File: config.mk
export PLATFORM = sky130hd
export DESIGN_NAME = chunked_transfer_decoder
export DESIGN_NICKNAME = d
export VERILOG_FILES = /design/src/rtl/core/ctd_pkg.sv /design/src/rtl/core/chunked_transfer_decoder.sv /design/src/rtl/core/ctd_step.sv
export VERILOG_INCLUDE_DIRS = /design/src /design/src/rtl/core
export SDC_FILE = /design/constraint.sdc
export NUM_CORES = 1
export LEC_CHECK = 0
export ABC_AREA = 1
export CORE_ASPECT_RATIO = 0.9
export CORE_MARGIN = 2
export CORE_UTILIZATION = 40
export DETAILED_ROUTE_END_ITERATION = 6
export DONT_BUFFER_PORTS = 1
export HOLD_SLACK_MARGIN = 0.1
export PLACE_DENSITY = 0.57
export SLEW_MARGIN = 20
export SYNTH_ARGS = -nofsm -noshare
export SYNTH_HDL_FRONTEND = slang
export SYNTH_SLANG_ARGS = --single-unit
File: constraint.sdc
create_clock -name clk -period 5 [get_ports clk]
set_input_delay 0.75 -clock clk [delete_from_list [all_inputs] [get_ports clk]]
set_output_delay 0.75 -clock clk [all_outputs]
set_load 0.03 [all_outputs]
File: src/rtl/core/chunked_transfer_decoder_macros.svh
// ----------------------------------------------------------------------------
// Assertion macros for the chunked transfer decoder
// Clocked checks with an asynchronous active-low reset as disable.
// ----------------------------------------------------------------------------
`ifndef CHUNKED_TRANSFER_DECODER_MACROS_SVH
`define CHUNKED_TRANSFER_DECODER_MACROS_SVH

// Consequent must hold in the same cycle as the antecedent
`define CTD_ASSERT_SAME(lbl, clk, rst_n, ante, cons) \
	lbl: assert property (@(posedge clk) disable iff (!rst_n) (ante) |-> (cons)) \
		else $error("ctd: same-cycle check failed");

// Consequent must hold in the cycle after the antecedent
`define CTD_ASSERT_NEXT(lbl, clk, rst_n, ante, cons) \
	lbl: assert property (@(posedge clk) disable iff (!rst_n) (ante) |=> (cons)) \
		else $error("ctd: next-cycle check failed");

`endif

File: src/rtl/core/ctd_pkg.sv
// ----------------------------------------------------------------------------
// ctd_pkg
// Types and constants shared by the chunked transfer decoder modules.
// ----------------------------------------------------------------------------
package ctd_pkg;

	// Width of the chunk size accumulator
	localparam int SIZE_BITS = 32;

	localparam logic [15:0] MAX_LINE_RESET = 16'd4096;

	// Result status codes
	localparam logic [2:0] ST_FRAME   = 3'd0;
	localparam logic [2:0] ST_DATA    = 3'd1;
	localparam logic [2:0] ST_END     = 3'd2;
	localparam logic [2:0] ST_ERROR   = 3'd3;
	localparam logic [2:0] ST_IGNORED = 3'd4;

	// Item operations
	localparam logic OP_CONSUME = 1'b0;
	localparam logic OP_RESTART = 1'b1;

	typedef enum logic [3:0] {
		PH_SIZE     = 4'd0,
		PH_SIZE_WS  = 4'd1,
		PH_EXT_WS   = 4'd2,
		PH_EXT_UOB  = 4'd3,
		PH_EXT_IEOF = 4'd4,
		PH_EXT_NUM  = 4'd5,
		PH_EXT_SKIP = 4'd6,
		PH_SIZE_LF  = 4'd7,
		PH_DATA     = 4'd8,
		PH_DATA_CR  = 4'd9,
		PH_DATA_LF  = 4'd10,
		PH_FINAL_CR = 4'd11,
		PH_FINAL_LF = 4'd12,
		PH_DONE     = 4'd13,
		PH_ERROR    = 4'd14
	} phase_t;

	typedef struct packed {
		logic       op;
		logic [7:0] in_byte;
	} in_item_t;

	typedef struct packed {
		logic [2:0]         status;
		logic [7:0]         data_byte;
		logic               eof_flag;
		logic signed [31:0] original_body_offset;
		logic [31:0]        body_count;
	} out_item_t;

	// Parser state carried from item to item
	typedef struct packed {
		phase_t                phase;
		logic [SIZE_BITS-1:0]  chunk_remaining;
		logic [15:0]           line_length;
		logic                  digit_seen;
		logic [4:0]            match_index;
		logic [31:0]           offset;
		logic                  eof_mark;
		logic [31:0]           payload_counter;
	} ctd_state_t;

	localparam ctd_state_t STATE_RESET = '{
		phase:           PH_SIZE,
		chunk_remaining: '0,
		line_length:     16'd0,
		digit_seen:      1'b0,
		match_index:     5'd0,
		offset:          32'hFFFF_FFFF,
		eof_mark:        1'b0,
		payload_counter: 32'd0
	};

endpackage

File: src/rtl/core/chunked_transfer_decoder.sv
// An item is captured in the input register, then its result in the result
// register, which holds back the input stage while full and not drained.
// Throughput: one item per cycle while results are taken; the input stage
// advances when the result register is empty or drained in the same cycle.
// Reset: arst_n clears the parser state, both stage valids, and sets
// max_line_length to 4096; a restart item clears the parser state only.
// ----------------------------------------------------------------------------
// chunked_transfer_decoder
// Decodes an HTTP chunked body one byte per item, with an input register,
// a single-pass parser step, and a result register.
// ----------------------------------------------------------------------------
`include "chunked_transfer_decoder_macros.svh"

module chunked_transfer_decoder import ctd_pkg::*; (
	input  logic        clk,
	input  logic        arst_n,
	input  logic        item_valid,
	output logic        item_ready,
	input  in_item_t    item,
	output logic        result_valid,
	input  logic        result_ready,
	output out_item_t   result,
	input  logic        wr_en,
	input  logic [15:0] wr_data
);

	in_item_t    item_s1;
	logic        item_valid_s1;
	out_item_t   result_s2;
	logic        result_valid_s2;
	ctd_state_t  state_q;
	logic [15:0] max_line_length_q;
	ctd_state_t  state_nxt;
	out_item_t   step_result;
	logic        advance;
	logic        take_consume;
	logic        take_restart;
	logic        at_end;
	logic        stage_stall;
	logic        in_data;

	// Move the input stage into the result register
	assign advance    = item_valid_s1 && (!result_valid_s2 || result_ready);
	assign item_ready = !item_valid_s1 || advance;

	// Hold the line length limit
	always_ff @(posedge clk or negedge arst_n) begin
		if (!arst_n) begin
			max_line_length_q <= MAX_LINE_RESET;
		end else if (wr_en) begin
			max_line_length_q <= wr_data;
		end
	end

	// Capture an accepted item
	always_ff @(posedge clk or negedge arst_n) begin
		if (!arst_n) begin
			item_valid_s1 <= 1'b0;
		end else if (item_ready) begin
			item_valid_s1 <= item_valid;
		end
	end

	always_ff @(posedge clk) begin
		if (item_ready && item_valid) begin
			item_s1 <= item;
		end
	end

	ctd_step u_step (
		.cur             (state_q),
		.item            (item_s1),
		.max_line_length (max_line_length_q),
		.nxt             (state_nxt),
		.result          (step_result)
	);

	// Update parser state and result valid
	always_ff @(posedge clk or negedge arst_n) begin
		if (!arst_n) begin
			state_q         <= STATE_RESET;
			result_valid_s2 <= 1'b0;
		end else if (advance) begin
			state_q         <= state_nxt;
			result_valid_s2 <= 1'b1;
		end else if (result_ready) begin
			result_valid_s2 <= 1'b0;
		end
	end

	always_ff @(posedge clk) begin
		if (advance) begin
			result_s2 <= step_result;
		end
	end

	assign result_valid = result_valid_s2;
	assign result       = result_s2;

	// Checks on the parser and the input stage
	assign take_consume = advance && (item_s1.op == OP_CONSUME);
	assign take_restart = advance && (item_s1.op == OP_RESTART);
	assign at_end       = (state_q.phase == PH_DONE) || (state_q.phase == PH_ERROR);
	assign stage_stall  = item_valid_s1 && !advance;
	assign in_data      = (state_q.phase == PH_DATA);

	`CTD_ASSERT_SAME(a_ignore_after_end, clk, arst_n, take_consume && at_end, step_result.status == ST_IGNORED)
	`CTD_ASSERT_NEXT(a_restart_clears, clk, arst_n, take_restart, state_q == STATE_RESET)
	`CTD_ASSERT_NEXT(a_stage_holds, clk, arst_n, stage_stall, item_valid_s1 && $stable(item_s1))
	`CTD_ASSERT_SAME(a_data_nonzero, clk, arst_n, in_data, state_q.chunk_remaining != '0)

endmodule

File: src/rtl/core/ctd_step.sv
// ----------------------------------------------------------------------------
// ctd_step
// Next-state and result logic for one byte of a chunked body.
// ----------------------------------------------------------------------------
module ctd_step import ctd_pkg::*; (
	input  ctd_state_t  cur,
	input  in_item_t    item,
	input  logic [15:0] max_line_length,
	output ctd_state_t  nxt,
	output out_item_t   result
);

	localparam logic [7:0] CH_CR    = 8'h0D;
	localparam logic [7:0] CH_LF    = 8'h0A;
	localparam logic [7:0] CH_SP    = 8'h20;
	localparam logic [7:0] CH_TAB   = 8'h09;
	localparam logic [7:0] CH_SEMI  = 8'h3B;
	localparam logic [4:0] UOB_LEN  = 5'd18;
	localparam logic [4:0] IEOF_LEN = 5'd4;
	localparam logic [35:0] OFFSET_MAX = 36'h0_7FFF_FFFF;
	localparam logic [SIZE_BITS-1:0] SIZE_ONE = {{(SIZE_BITS-1){1'b0}}, 1'b1};

	// Extension name "use-original-body="
	function automatic logic [7:0] uob_char(input logic [4:0] idx);
		case (idx)
			5'd0:    uob_char = "u";
			5'd1:    uob_char = "s";
			5'd2:    uob_char = "e";
			5'd3:    uob_char = "-";
			5'd4:    uob_char = "o";
			5'd5:    uob_char = "r";
			5'd6:    uob_char = "i";
			5'd7:    uob_char = "g";
			5'd8:    uob_char = "i";
			5'd9:    uob_char = "n";
			5'd10:   uob_char = "a";
			5'd11:   uob_char = "l";
			5'd12:   uob_char = "-";
			5'd13:   uob_char = "b";
			5'd14:   uob_char = "o";
			5'd15:   uob_char = "d";
			5'd16:   uob_char = "y";
			5'd17:   uob_char = "=";
			default: uob_char = 8'h00;
		endcase
	endfunction

	// Extension name "ieof"
	function automatic logic [7:0] ieof_char(input logic [4:0] idx);
		case (idx)
			5'd0:    ieof_char = "i";
			5'd1:    ieof_char = "e";
			5'd2:    ieof_char = "o";
			5'd3:    ieof_char = "f";
			default: ieof_char = 8'h00;
		endcase
	endfunction

	logic [7:0]           c;
	logic                 is_dec;
	logic                 is_hex;
	logic [3:0]           hex_val;
	logic                 is_blank;
	logic [15:0]          line_inc;
	logic                 line_too_long;
	logic [SIZE_BITS-1:0] rem_dec;
	logic [SIZE_BITS-1:0] rem_shift;
	logic                 rem_full;
	logic                 rem_zero;
	logic [35:0]          off_prod;
	logic [31:0]          off_sat;
	logic [4:0]           match_inc;
	phase_t               ws_phase;
	phase_t               skip_phase;
	logic [2:0]           status;
	logic [7:0]           data;

	assign c        = item.in_byte;
	assign is_dec   = (c inside {[8'h30:8'h39]});
	assign is_blank = (c == CH_SP) || (c == CH_TAB);

	// Decode a hex digit
	always_comb begin
		is_hex  = 1'b1;
		hex_val = 4'd0;
		if (is_dec) begin
			hex_val = c[3:0];
		end else if (c inside {[8'h61:8'h66], [8'h41:8'h46]}) begin
			hex_val = 4'(c[2:0] + 3'd1) + 4'd8;
		end else begin
			is_hex = 1'b0;
		end
	end

	// Line length, saturating at its maximum
	assign line_inc      = (cur.line_length != 16'hFFFF) ? cur.line_length + 16'd1
		: cur.line_length;
	assign line_too_long = line_inc > max_line_length;

	assign rem_dec   = cur.chunk_remaining - SIZE_ONE;
	assign rem_shift = {cur.chunk_remaining[SIZE_BITS-5:0], hex_val};
	assign rem_full  = cur.chunk_remaining[SIZE_BITS-1 -: 4] != 4'd0;
	assign rem_zero  = cur.chunk_remaining == '0;
	assign match_inc = cur.match_index + 5'd1;

	// Offset times ten plus digit, saturating at the largest positive value
	assign off_prod = {1'b0, cur.offset, 3'b000} + {3'b000, cur.offset, 1'b0}
		+ {32'd0, c[3:0]};
	assign off_sat  = (off_prod > OFFSET_MAX) ? OFFSET_MAX[31:0] : off_prod[31:0];

	// Phase after a byte that ends the size digits
	always_comb begin
		if (is_blank) begin
			ws_phase = PH_SIZE_WS;
		end else if (c == CH_CR) begin
			ws_phase = PH_SIZE_LF;
		end else if (c == CH_SEMI && rem_zero) begin
			ws_phase = PH_EXT_WS;
		end else begin
			ws_phase = PH_ERROR;
		end
	end

	assign skip_phase = (c == CH_CR) ? PH_SIZE_LF : PH_EXT_SKIP;

	// Advance the parser by one byte
	always_comb begin
		nxt    = cur;
		status = ST_FRAME;
		data   = 8'd0;
		if (item.op == OP_RESTART) begin
			nxt = STATE_RESET;
		end else begin
			case (cur.phase)
				PH_DONE, PH_ERROR: begin
					status = ST_IGNORED;
				end
				PH_DATA: begin
					status              = ST_DATA;
					data                = c;
					nxt.payload_counter = cur.payload_counter + 32'd1;
					nxt.chunk_remaining = rem_dec;
					if (rem_dec == '0) begin
						nxt.phase = PH_DATA_CR;
					end
				end
				PH_DATA_CR: begin
					nxt.phase = (c == CH_CR) ? PH_DATA_LF : PH_ERROR;
				end
				PH_DATA_LF: begin
					if (c == CH_LF) begin
						nxt.phase           = PH_SIZE;
						nxt.chunk_remaining = '0;
						nxt.line_length     = 16'd0;
						nxt.digit_seen      = 1'b0;
						nxt.match_index     = 5'd0;
					end else begin
						nxt.phase = PH_ERROR;
					end
				end
				PH_FINAL_CR: begin
					nxt.phase = (c == CH_CR) ? PH_FINAL_LF : PH_ERROR;
				end
				PH_FINAL_LF: begin
					if (c == CH_LF) begin
						nxt.phase = PH_DONE;
						status    = ST_END;
					end else begin
						nxt.phase = PH_ERROR;
					end
				end
				PH_SIZE, PH_SIZE_WS, PH_EXT_WS, PH_EXT_UOB, PH_EXT_IEOF,
				PH_EXT_NUM, PH_EXT_SKIP, PH_SIZE_LF: begin
					nxt.line_length = line_inc;
					if (line_too_long) begin
						nxt.phase = PH_ERROR;
					end else begin
						case (cur.phase)
							PH_SIZE: begin
								if (is_hex) begin
									if (rem_full) begin
										nxt.phase = PH_ERROR;
									end else begin
										nxt.chunk_remaining = rem_shift;
										nxt.digit_seen      = 1'b1;
									end
								end else if (!cur.digit_seen) begin
									nxt.phase = PH_ERROR;
								end else begin
									nxt.phase = ws_phase;
								end
							end
							PH_SIZE_WS: begin
								nxt.phase = ws_phase;
							end
							PH_EXT_WS: begin
								if (!is_blank) begin
									nxt.match_index = 5'd1;
									if (c == uob_char(5'd0)) begin
										nxt.phase = PH_EXT_UOB;
									end else if (c == ieof_char(5'd0)) begin
										nxt.phase = PH_EXT_IEOF;
									end else begin
										nxt.phase = PH_ERROR;
									end
								end
							end
							PH_EXT_UOB: begin
								if (cur.match_index >= UOB_LEN
									|| c != uob_char(cur.match_index)) begin
									nxt.phase = PH_ERROR;
								end else begin
									nxt.match_index = match_inc;
									if (match_inc == UOB_LEN) begin
										nxt.eof_mark = 1'b1;
										nxt.offset   = 32'd0;
										nxt.phase    = PH_EXT_NUM;
									end
								end
							end
							PH_EXT_IEOF: begin
								if (cur.match_index >= IEOF_LEN
									|| c != ieof_char(cur.match_index)) begin
									nxt.phase = PH_ERROR;
								end else begin
									nxt.match_index = match_inc;
									if (match_inc == IEOF_LEN) begin
										nxt.eof_mark = 1'b1;
										nxt.phase    = PH_EXT_SKIP;
									end
								end
							end
							PH_EXT_NUM: begin
								if (is_dec) begin
									nxt.offset = off_sat;
								end else begin
									nxt.phase = skip_phase;
								end
							end
							PH_EXT_SKIP: begin
								nxt.phase = skip_phase;
							end
							PH_SIZE_LF: begin
								if (c != CH_LF) begin
									nxt.phase = PH_ERROR;
								end else begin
									nxt.phase = rem_zero ? PH_FINAL_CR : PH_DATA;
								end
							end
							default: begin
								nxt.phase = PH_ERROR;
							end
						endcase
					end
				end
				default: begin
					nxt.phase = PH_ERROR;
				end
			endcase
		end
		if (nxt.phase == PH_ERROR && status == ST_FRAME) begin
			status = ST_ERROR;
		end
	end

	// Pack the result item
	always_comb begin
		result.status               = status;
		result.data_byte            = data;
		result.eof_flag             = nxt.eof_mark;
		result.original_body_offset = signed'(nxt.offset);
		result.body_count           = nxt.payload_counter;
	end

endmodule

# [Word level (Yosys, flattened, before mapping)]
# Memory sizes are Yosys's and may differ from the RTL's.
# Cells that the tools add are included.
[classes] n_addsub=8 n_lt_le_gt_ge=10 n_eq_ne=40 mux=69 bitwise=1 n_reduce_logical=31
[op_table] cell="$mux W32" count=7
[op_table] cell="$mux W123" count=1
[op_table] cell="$pmux W32 S3" count=1
[op_table] cell="$mux W4" count=20
[op_table] cell="$mux W33" count=2
[op_table] cell="$logic_not A32 Y1" count=2
[op_table] cell="$mux W8" count=8
[op_table] cell="$pmux W32 S2" count=1
[op_table] cell="$mux W54" count=1
[op_table] cell="$pmux W22 S2" count=1
[op_table] cell="$mux W39" count=1
[op_table] cell="$mux W38" count=1
[op_table] cell="$add A35 B33 Y36" count=1
[op_table] cell="$add A36 B4 Y36" count=1
[op_table] cell="$gt A36 B31 Y1 const B" count=1
[op_table] cell="$add A32 B1 Y32 const B" count=1
[op_table] cell="$eq A4 B4 Y1 const B" count=8
[op_table] cell="$pmux W4 S8" count=1
[op_table] cell="$sub A32 B1 Y32 const B" count=1
[op_table] cell="$pmux W4 S7" count=1
[op_table] cell="$pmux W7 S4" count=1
[op_table] cell="$eq A8 B4 Y1 const B" count=3
[op_table] cell="$add A16 B1 Y16 const B" count=1
[op_table] cell="$eq A4 B3 Y1 const B" count=4
[op_table] cell="other kinds (48)" count=89
[word_totals] register_bits=226 romBits=224 out_inout_bits=78 mem_count=1
[memory_table] name="(no name shown)" depth=32 word_bits=7 rd=1 rd_clocked_by_memory_dff=0 write_ports=0 line_no="ctd_step.sv:25" source="case (idx)"

# [Depth between registers and ports, before layout]
# Gate-level depths: netlist (run 1).
[depth] depth_word=15 depth_mapped=29 mapped_depth_nobuf=29

# [Hierarchy]
# A second synthesis (run 1) with hierarchy kept.
[unflattened] cells_unflattened=2653 area_unflattened_um2=18489.0
[by_module_without_submodules] mod="ctd_step" instances=1 cells_per_inst=1958 area_each_um2=10352.4 seq_area_each_um2=0.0
[by_module_without_submodules] mod="chunked_transfer_decoder" instances=1 cells_per_inst=695 area_each_um2=8136.6 seq_area_each_um2=6122.1

# [Worst setup path before layout (run 1)]
# OpenSTA, ideal clock, no wires.
[synth_path] path_type="register to register" start="reg state_q[74] in the netlist's numbering" end="reg result_s2, in the netlist result[64], data pin" t_arrival_ns=3.170 required_time_ns=4.750 path_slack_ns=1.580 stages_incl_launch_ff=27 path_buffers=1 period_less_slack_ns=3.420 path_cell_list="dfrtp_1 inv_1 nor3_1 nand3_1 nor2_1 nand3_1 inv_1 nor2_1 nand2_1 inv_1 nand2_1 xor2_1 inv_1 ha_1 nand2_1 nor2_1 nand2_1 o211ai_1 nand2_1 nand2_1 nand2_1 nand2_1 clkbuf_1 nor2_1 o21a_1 nand2_1 inv_1"
[synth_rtl] item="from (decl)" line_no="chunked_transfer_decoder.sv:31" source="ctd_state_t state_q;"
[synth_rtl] item="from (signal assigned)" line_no="chunked_transfer_decoder.sv:84" source="state_q <= state_nxt;"
[synth_rtl] item="to (signal assigned)" line_no="chunked_transfer_decoder.sv:93" source="result_s2 <= step_result;"
[synth_rtl] item="to (decl)" line_no="chunked_transfer_decoder.sv:29" source="out_item_t result_s2;"

# [Worst setup path in the final report (run 1)]
[layout_path] start="reg state_q[76] in the netlist's numbering" end="reg result_s2, in the netlist result[74], data pin"
[layout_via] elab_chain_cells=8
[layout_lines] item="$add A16 B1 Y16 / $ne A16 B16 Y1 (equally long branches)" line_no="ctd_step.sv:96" source="assign line_inc = (cur.line_length != 16'hFFFF) ? cur.line_length + 16'd1"
[layout_lines] item="$mux W16 *" line_no="ctd_step.sv:96"
[layout_lines] item="$gt A16 B16 Y1 *" line_no="ctd_step.sv:98" source="assign line_too_long = line_inc > max_line_length;"
[layout_lines] item="$mux W4 *" line_no="ctd_step.sv:175" source="if (line_too_long) begin"
[layout_lines] item="$pmux W4 S7 *" line_no="ctd_step.sv:134" source="case (cur.phase)"
[layout_lines] item="$mux W123 *" line_no="ctd_step.sv:131" source="if (item.op == OP_RESTART) begin"
[layout_lines] item="$eq A4 B4 Y1 *" line_no="ctd_step.sv:261" source="if (nxt.phase == PH_ERROR && status == ST_FRAME) begin"
[layout_lines] item="$logic_and A1 B1 Y1 *" line_no="ctd_step.sv:261"
# Every way passes the cells marked *; elsewhere a longest branch is shown, timed or not.
# A chain may end at the register's enable or synchronous reset.

==> results of run 1 <==
[metrics by stage]
step | instance area, um^2 | utilization [%] | total power (W)
final | 17600 | 44.3 | 0.0101
after global routing | 17600 | 44.3 | 0.0110
after global placement | 16600 | 41.9 | 0.00801
after floorplan | 16100 | - | 0.00685
after detailed placement | 16600 | 41.9 | 0.00803
after CTS | 17600 | 44.3 | 0.0102
[registers in the layout, summed over array words and instances, names as in the netlist]
register	count
result_valid	1
result	76
item_s1	9
state_q	123
item_valid_s1	1
max_line_length_q	16
[how the worst min path moves through the flow]
stage / from / to / slack [ps] / cells after the start
2_1_floorplan: arst_n / item_valid_s1 / 450 / 0
3_3_place_gp: arst_n / max_line_length_q[0] / 460 / 0
3_5_place_dp: arst_n / max_line_length_q[0] / 460 / 0
4_1_cts: arst_n / state_q[84] / 230 / 1
5_1_grt: arst_n / state_q[71] / 270 / 1
6_report: arst_n / state_q[80] / 160 / 1
[where the power goes]
part	switching, W	internal [W]	leakage, nW	total, W
combinational	0.00336	0.00176	4.81	0.00512
sequential	0.000588	0.00236	2.60	0.00295
clock	0.000823	0.00121	0.441	0.00203
[synthesized netlist by cell type, types with 6 or more instances]
master | number | area (um^2)
inv_1 | 249 | 935
dfrtp_1 | 108 | 2700
nand2_2 | 42 | 263
nor2_4 | 6 | 67.6
dfstp_2 | 33 | 867
edfxtp_1 | 85 | 2550
o21ai_1 | 17 | 85.1
nor3_1 | 61 | 305
nor3_2 | 6 | 60.1
nand3b_1 | 8 | 60.1
o21ai_0 | 134 | 671
nand2_1 | 601 | 2260
nand3_1 | 93 | 465
o2111ai_1 | 6 | 52.6
nand3_2 | 19 | 190
o211ai_1 | 17 | 128
nor4_1 | 7 | 43.8
xor2_1 | 70 | 613
a31oi_1 | 11 | 68.8
xnor2_1 | 18 | 158
nor2_2 | 10 | 62.6
o22ai_1 | 9 | 56.3
inv_2 | 14 | 52.6
a21oi_1 | 76 | 380
buf_2 | 9 | 45.0
nand4_1 | 37 | 231
clkbuf_1 | 29 | 109
ha_1 | 95 | 1190
nor2_1 | 228 | 856
[kinds of logic (layout without fill, tap and decap cells)]
logic type | after synthesis | count (layout) | share of synthesized area (%)
AO/OA/AOI/OAI | 297 | 297 | 10.3
XOR/XNOR | 88 | 88 | 4.77
adder cells (fa/ha/maj) | 97 | 97 | 7.61
buffers and inverters | 320 | 329 | 8.16
flip-flops | 226 | 226 | 37.9
multiplexers | 1 | 1 | 0.0697
AND/OR/NAND/NOR | 1135 | 1135 | 31.2
[timing repair]
item / in CTS / in global routing
buffers inserted: 0 / 0
hold buffers: 1 / 0
endpoints found under the hold margin: 141 / 0
setup endpoints to repair: 0 / 0
[metal layers]
metal | track usage [%] | share of wire (%) | vias to the layer above
li1 | - | - | 7069
met1 | 29.7 | 48 | 6567
met2 | 34.4 | 45 | 347
met3 | 2.83 | 4.9 | 65
met4 | 5.11 | 2.4 | 0
met5 | 0 | 0 | -
[final cells by class]
cell class / instances / area share, %
Tap cell: 532 / 3.79
Inverter: 264 / 5.67
Clock buffer: 35 / 4.25
Timing Repair Buffer: 16 / 0.869
Clock inverter: 14 / 0.941
Multi-Input combinational cell: 1618 / 49.6
Sequential cell: 226 / 34.9
[worst register-to-register path: stages (launching register included)]
cell,delay [ps]
dfrtp_1,380
nand2_1,120
nor2_1,160
inv_1,80
nor2_1,90
inv_1,60
nor4_1,330
nor3b_1,350
nand2_1,110
nand2_1,70
nand3_1,80
ha_1,310
nand2_1,60
inv_1,50
nand3_1,80
nor3_1,220
nand3_1,110
nand2_1,300
nand2_1,370
inv_1,330
nand2_1,90
nor2_1,90
nand2_1,60
nand2_1,60
nand2_1,60
nand4_1,110
nand2_1,70
==> metrics.md, run 1 <==
| Metric | Value |
|---|---|
| RSZ-0062 raised after global routing | `false` |
| DR WL/cell | `16.3 um` |
| CP Buf/Inv Count | `4` |
| Dominant synthesized flop cell | `dfrtp_1` |
| DR vias | `14048` |
| H-tree levels | `1` |
| Fillers | `4042` |
| Failing checks | `DRC` |
| Layout Skew | `18.1 ps` |
| Number of synthesized flops with an enable pin | `85` |
| Worst R2R Path Depth | `26` |
| Remaining DRCs | `2` |
| CTS sink cnt | `226` |
| Delay-heaviest family, CP | `simple AND/OR/NAND/NOR gates` |
| Total gr overflow | `0` |
| Clock buffer depth | `3` |
| Async SR Flop Fraction | `62.4%` |
| I/O pin count | `108` |
| Startpoint Class | `flop` |
| Synthesized area per cell | `7.46 um^2` |
| Initial Util | `40.8%` |
| Most frequent cells in the layout | `nand2_1, inv_1, nor2_1` |
| LEAKAGE | `7.85 nW` |
| Hold WC Path Type | `in -> async` |
| HPWL reported at the end of detailed placement | `31800 um` |
| Fin worst setup slack | `551 ps` |
| Crit path capture | `result[74]` |
| Most frequent CP cell | `nand2_1` |
| Seq/Total Area, Yosys | `37.9%` |
| Routed vias/inst | `5.19` |
| Die ar. | `0.0420 mm^2` |
| Layout cell share with drive strength beyond 1 | `9.62%` |
| Placed Cells | `2655` |
| Post-Layout Cell Count | `2705` |
| Critical Path Max Stage Delay | `380 ps` |
| Max-slew headroom | `42.7%` |
| Most common cell after layout, fill and taps aside | `nand2_1` |
| CTS Buf Count | `27` |
| Netlist cell types | `63` |
| R2R Path Start | `state_q[76]` |
| CTS tree | `built` |
| DRT iter0 DRCs | `903` |
| Dpl ws | `653 ps` |
| Clk slew on worst S/H paths | `60 ps` |
| Part of the cycle the worst path needs | `89.0%` |
| Max-slew violation count | `0` |
| Sequential cell area | `0.00612 mm^2` |
| Max Fclk | `225 MHz` |
| Final nets | `2280` |
| Endpoints failing hold | `0` |
| Synthesized cell area | `0.0161 mm^2` |
| Std cell rows | `69` |
| Crit. End Element | `flop` |
| Reg2Reg Setup Slack | `550 ps` |
| Total track usage | `21.1%` |
| First-pass GRT wire length | `72600 um` |
| Clock root buffer | `clkbuf_16` |
| WS Path Type | `reg -> reg` |
| Levels on crit path | `26` |
| Final wirelength | `44100 um` |
| GPL Wtd Cong | `0.924` |
| Worst path slowest cell | `dfrtp_1` |
| Fin Setup TNS | `0 ps` |
| Die span in y | `195 um` |
| Area grow syn2layout | `8.74%` |
| Pre-antenna DRT Iters | `7` |
| P per Cell Area | `575 mW/mm^2` |
| Post-CTS Resized | `0` |
| Synthesized flop and latch total | `226` |
| I/O Buffers | `0` |
| CP max FO | `9` |
| Worst hold margin | `162 ps` |
| Initial antenna violation count | `0` |
| Largest net degree at the start of global routing | `142` |
| Mapped Cells | `2164` |
| Min cycle time layout | `4450 ps` |
| Vias in the first global route | `13680` |
| Routed Antenna Nets | `0` |
| Core Region | `0.0396 mm^2` |
| Slew @ Worst Pin | `860 ps` |
| CP arrival | `4750 ps` |
| Outcome | `finished, violations left` |
| DIE WIDTH | `216 um` |
| Setup violations, final | `0` |
| Critical Path RT | `5300 ps` |
| VDD IR max | `299 uV` |
| Crit Reg-Reg Endpoint | `result[74]` |
| Mapped Nets | `2291` |
| Diode count | `0` |
| Max-cap violations | `0` |
| Crit path launch | `state_q[76]` |
| Syn. warnings | `0` |
| Multi-input gate area | `0.00871 mm^2` |
| Worst-Skew Late Latency | `560 ps` |
Note: power is estimated with default switching activity, not from simulation.
==> run 2: changes to the inputs <==
--- a/config.mk
+++ b/config.mk
@@ -13,7 +13,7 @@
 export DETAILED_ROUTE_END_ITERATION = 6
 export DONT_BUFFER_PORTS = 1
 export HOLD_SLACK_MARGIN = 0.1
-export PLACE_DENSITY = 0.57
+export SKIP_LAST_GASP = 1
 export SLEW_MARGIN = 20
 export SYNTH_ARGS = -nofsm -noshare
 export SYNTH_HDL_FRONTEND = slang
==> run 2 against run 1 <==
Against the previous run: the flow still finishes with violations (DRC); critical path depth is 4 lower; core utilization rose by 0.15 points; cell count grew 0.18%; routed wire length is 1.4% higher; first-iteration DRC count up 24%; non-clock buffer count fell by 1; via count grew 0.63%; sequential share of layout area is 0.12 points lower; fmax grew 5.2%; register-to-register slack improved by 220 ps; count of clock-buffer cells in the layout down 3.
==> metrics.md, run 2 (synthesis results as in run 1) <==
| Metric | Value |
|---|---|
| Most frequent cells in the layout | `nand2_1, inv_1, nor2_1` |
| Combinational power share | `50.0% (-0.7 points)` |
| Initial antenna violation count | `5 (+5)` |
| Initial Util | `40.8% (unchanged)` |
| Die ar. | `0.0420 mm^2 (unchanged)` |
| CTS Buf Count | `28 (+3.7%)` |
| CP Buf/Inv Count | `4 (unchanged)` |
| First-pass GRT wire length | `73200 um (+0.92%)` |
| Layout cell share with drive strength beyond 1 | `9.66% (+0.037 points)` |
| Outcome | `finished, violations left` |
| Worst-Skew Late Latency | `570 ps (about the same)` |
| Crit. End Element | `flop` |
| CP cell instances | `nand2_1, nor2_1, inv_1, nor2_1, inv_1, nor4_1, nor3b_1, nand2_1, nand2_1, nand3_1, ha_1, nand2_1, inv_1, nand3_1, nor3_1, nand3_1, nand2_1, inv_1, a21oi_2, nand2_2, a21oi_1, o21ai_0` |
| Clock root buffer | `clkbuf_16` |
| DRT iter0 DRCs | `1121 (+24%)` |
| Max Fclk | `237 MHz (+5.2%)` |
| Routed Antenna Nets | `0 (unchanged)` |
| GPL Wtd Cong | `0.920 (-0.49%)` |
| Crit path launch | `state_q[76]` |
| Routed vias/inst | `5.22 (+0.45%)` |
| Critical Path Max Stage Delay | `390 ps (about the same)` |
| Gr busiest metal | `met2` |
| P_int | `0.00544 W (+2.1%)` |
| Startpoint Class | `flop` |
| GR Util met3 | `3.43% (+0.59 points)` |
| GR met2 Demand/Resource | `34.8% (+0.45 points)` |
| CP max FO | `13 (+4)` |
| CTS tree | `built` |
| Endpoints failing hold | `0 (unchanged)` |
| Final wirelength | `44700 um (+1.4%)` |
| DIE WIDTH | `216 um (unchanged)` |
| Max FFs per register | `123 (unchanged)` |
| Largest net degree at the start of global routing | `142 (unchanged)` |
| Max-slew headroom | `42.2% (-0.45 points)` |
| Levels on crit path | `22 (-15%)` |
| Core Region | `0.0396 mm^2 (unchanged)` |
| H-tree levels | `1 (unchanged)` |
| RSZ-0062 raised after global routing | `false` |
| Worst R2R Path Depth | `22 (-15%)` |
| P per Cell Area | `583 mW/mm^2 (+1.3%)` |
| DR WL/cell | `16.5 um (+1.2%)` |
| Max-cap violations | `0 (unchanged)` |
| Total gr overflow | `0 (unchanged)` |
| Area grow syn2layout | `9.10%` |
| Part of the cycle the worst path needs | `84.6% (-4.4 points)` |
| Most frequent CP cell | `nand2_1` |
| DR vias | `14137 (+0.63%)` |
| Clock network fraction of design power | `21.3% (+1.2 points)` |
| HPWL reported at the end of detailed placement | `32100 um (+1.1%)` |
| Sw Share | `47.0% (-0.24 points)` |
| Dpl ws | `625 ps (-27.9 ps)` |
| Failing checks | `DRC` |
| Most common cell after layout, fill and taps aside | `nand2_1` |
| GR Layer Usage met1 | `29.1% (-0.69 points)` |
| Delay-heaviest family, CP | `simple AND/OR/NAND/NOR gates` |
| Min cycle time layout | `4230 ps (-222 ps)` |
| Clock buffer depth | `3 (unchanged)` |
| Pre-antenna DRT Iters | `7 (unchanged)` |
| Die span in y | `195 um (unchanged)` |
| Critical Path RT | `5300 ps (about the same)` |
| Worst path slowest cell | `dfrtp_1` |
| Top reg by flops | `state_q` |
| Remaining DRCs | `7 (+5)` |
| Vias in the first global route | `14024 (+2.5%)` |
| VDD IR max | `313 uV (+5.0%)` |
| Setup violations, final | `0 (unchanged)` |
| Std cell rows | `69 (unchanged)` |
| Final nets | `2280 (unchanged)` |
| Final Power | `0.0103 W (+1.6%)` |
| Fin Setup TNS | `0 ps (unchanged)` |
| Layout Skew | `13.1 ps (-5.07 ps)` |
| Switching pwr | `0.00482 W (+1.1%)` |
| Sequential share of power | `28.8% (-0.4 points)` |
| Max-slew violation count | `0 (unchanged)` |
| CP arrival | `4530 ps (-220 ps)` |
| Slew @ Worst Pin | `867 ps (+6.72 ps)` |
| CTS sink cnt | `226 (unchanged)` |
| Fin worst setup slack | `772 ps (+222 ps)` |
| I/O Buffers | `0 (unchanged)` |
| LEAKAGE | `7.87 nW (+0.29%)` |
| R2R Path Start | `state_q[76]` |
| I/O pin count | `108 (unchanged)` |
| Total track usage | `21.3% (+0.20 points)` |
| Hold WC Path Type | `in -> async` |
| Clk slew on worst S/H paths | `60 ps (about the same)` |
| WS Path Type | `reg -> reg` |
-- run 2: worst reg2reg max path: stages, from the launching register on --
cell	delay, ps
dfrtp_1	390
nand2_1	110
nor2_1	130
inv_1	70
nor2_1	90
inv_1	60
nor4_1	290
nor3b_1	370
nand2_1	90
nand2_1	70
nand3_1	100
ha_1	330
nand2_1	60
inv_1	50
nand3_1	70
nor3_1	230
nand3_1	110
nand2_1	280
inv_1	120
a21oi_2	260
nand2_2	330
a21oi_1	230
o21ai_0	130
-- run 2: per-layer routing --
| metal | share of wire [%] | wire, um |
|---|---|---|
| met5 | 0.016 | 7 |
| met4 | 3.0 | 1330 |
| met3 | 5.1 | 2260 |
| met2 | 46 | 20400 |
| met1 | 46 | 20700 |
-- run 2: path summary, 6_finish.rpt --
check / slack [ps] / to
max: 770 / result[34]
max in group asynchronous: 4160 / state_q[122]
min in group clk: 270 / max_line_length_q[12]
min: 200 / max_line_length_q[3]
min reg2reg: 490 / state_q[15]
max reg2reg: 770 / result[34]
-- run 2: power by group through the flow --
stage	Sequential, W	Combinational (W)	Clock (W)
2_1_floorplan	0.00279	0.00405	0
3_3_place_gp	0.00297	0.00500	0
3_5_place_dp	0.00298	0.00507	0
4_1_cts	0.00295	0.00512	0.00223
5_1_grt	0.00300	0.00584	0.00230
6_report	0.00295	0.00513	0.00218
-- run 2: through the flow --
stage | util, % | instance area (um^2) | hold slack (ps) | instances
finish | 44.5 | 17600 | 196 | 2710
global route | 44.5 | 17600 | 251 | 2709
CTS | 44.4 | 17600 | 217 | 2707
detailed placement | 41.9 | 16600 | 457 | 2654
global placement | 41.9 | 16600 | 459 | 2654
floorplan | - | 16100 | 453 | 2164
-- run 2: layout make-up --
cell class | instances | area, um^2
Multi-Input combinational cell | 1618 | 8710
Sequential cell | 226 | 6120
Timing Repair Buffer | 15 | 133
Tap cell | 532 | 666
Clock buffer | 32 | 737
Antenna cell | 3 | 7.51
Inverter | 264 | 996
Clock inverter | 20 | 243
Fill cell | 4045 | 22000
-- run 2: timing repair --
item                                   CTS  global route
setup endpoints to repair                0             7
endpoints found under the hold margin  141             0
buffers inserted                         0             0
hold buffers                             1             0
gates resized for setup                  0             1
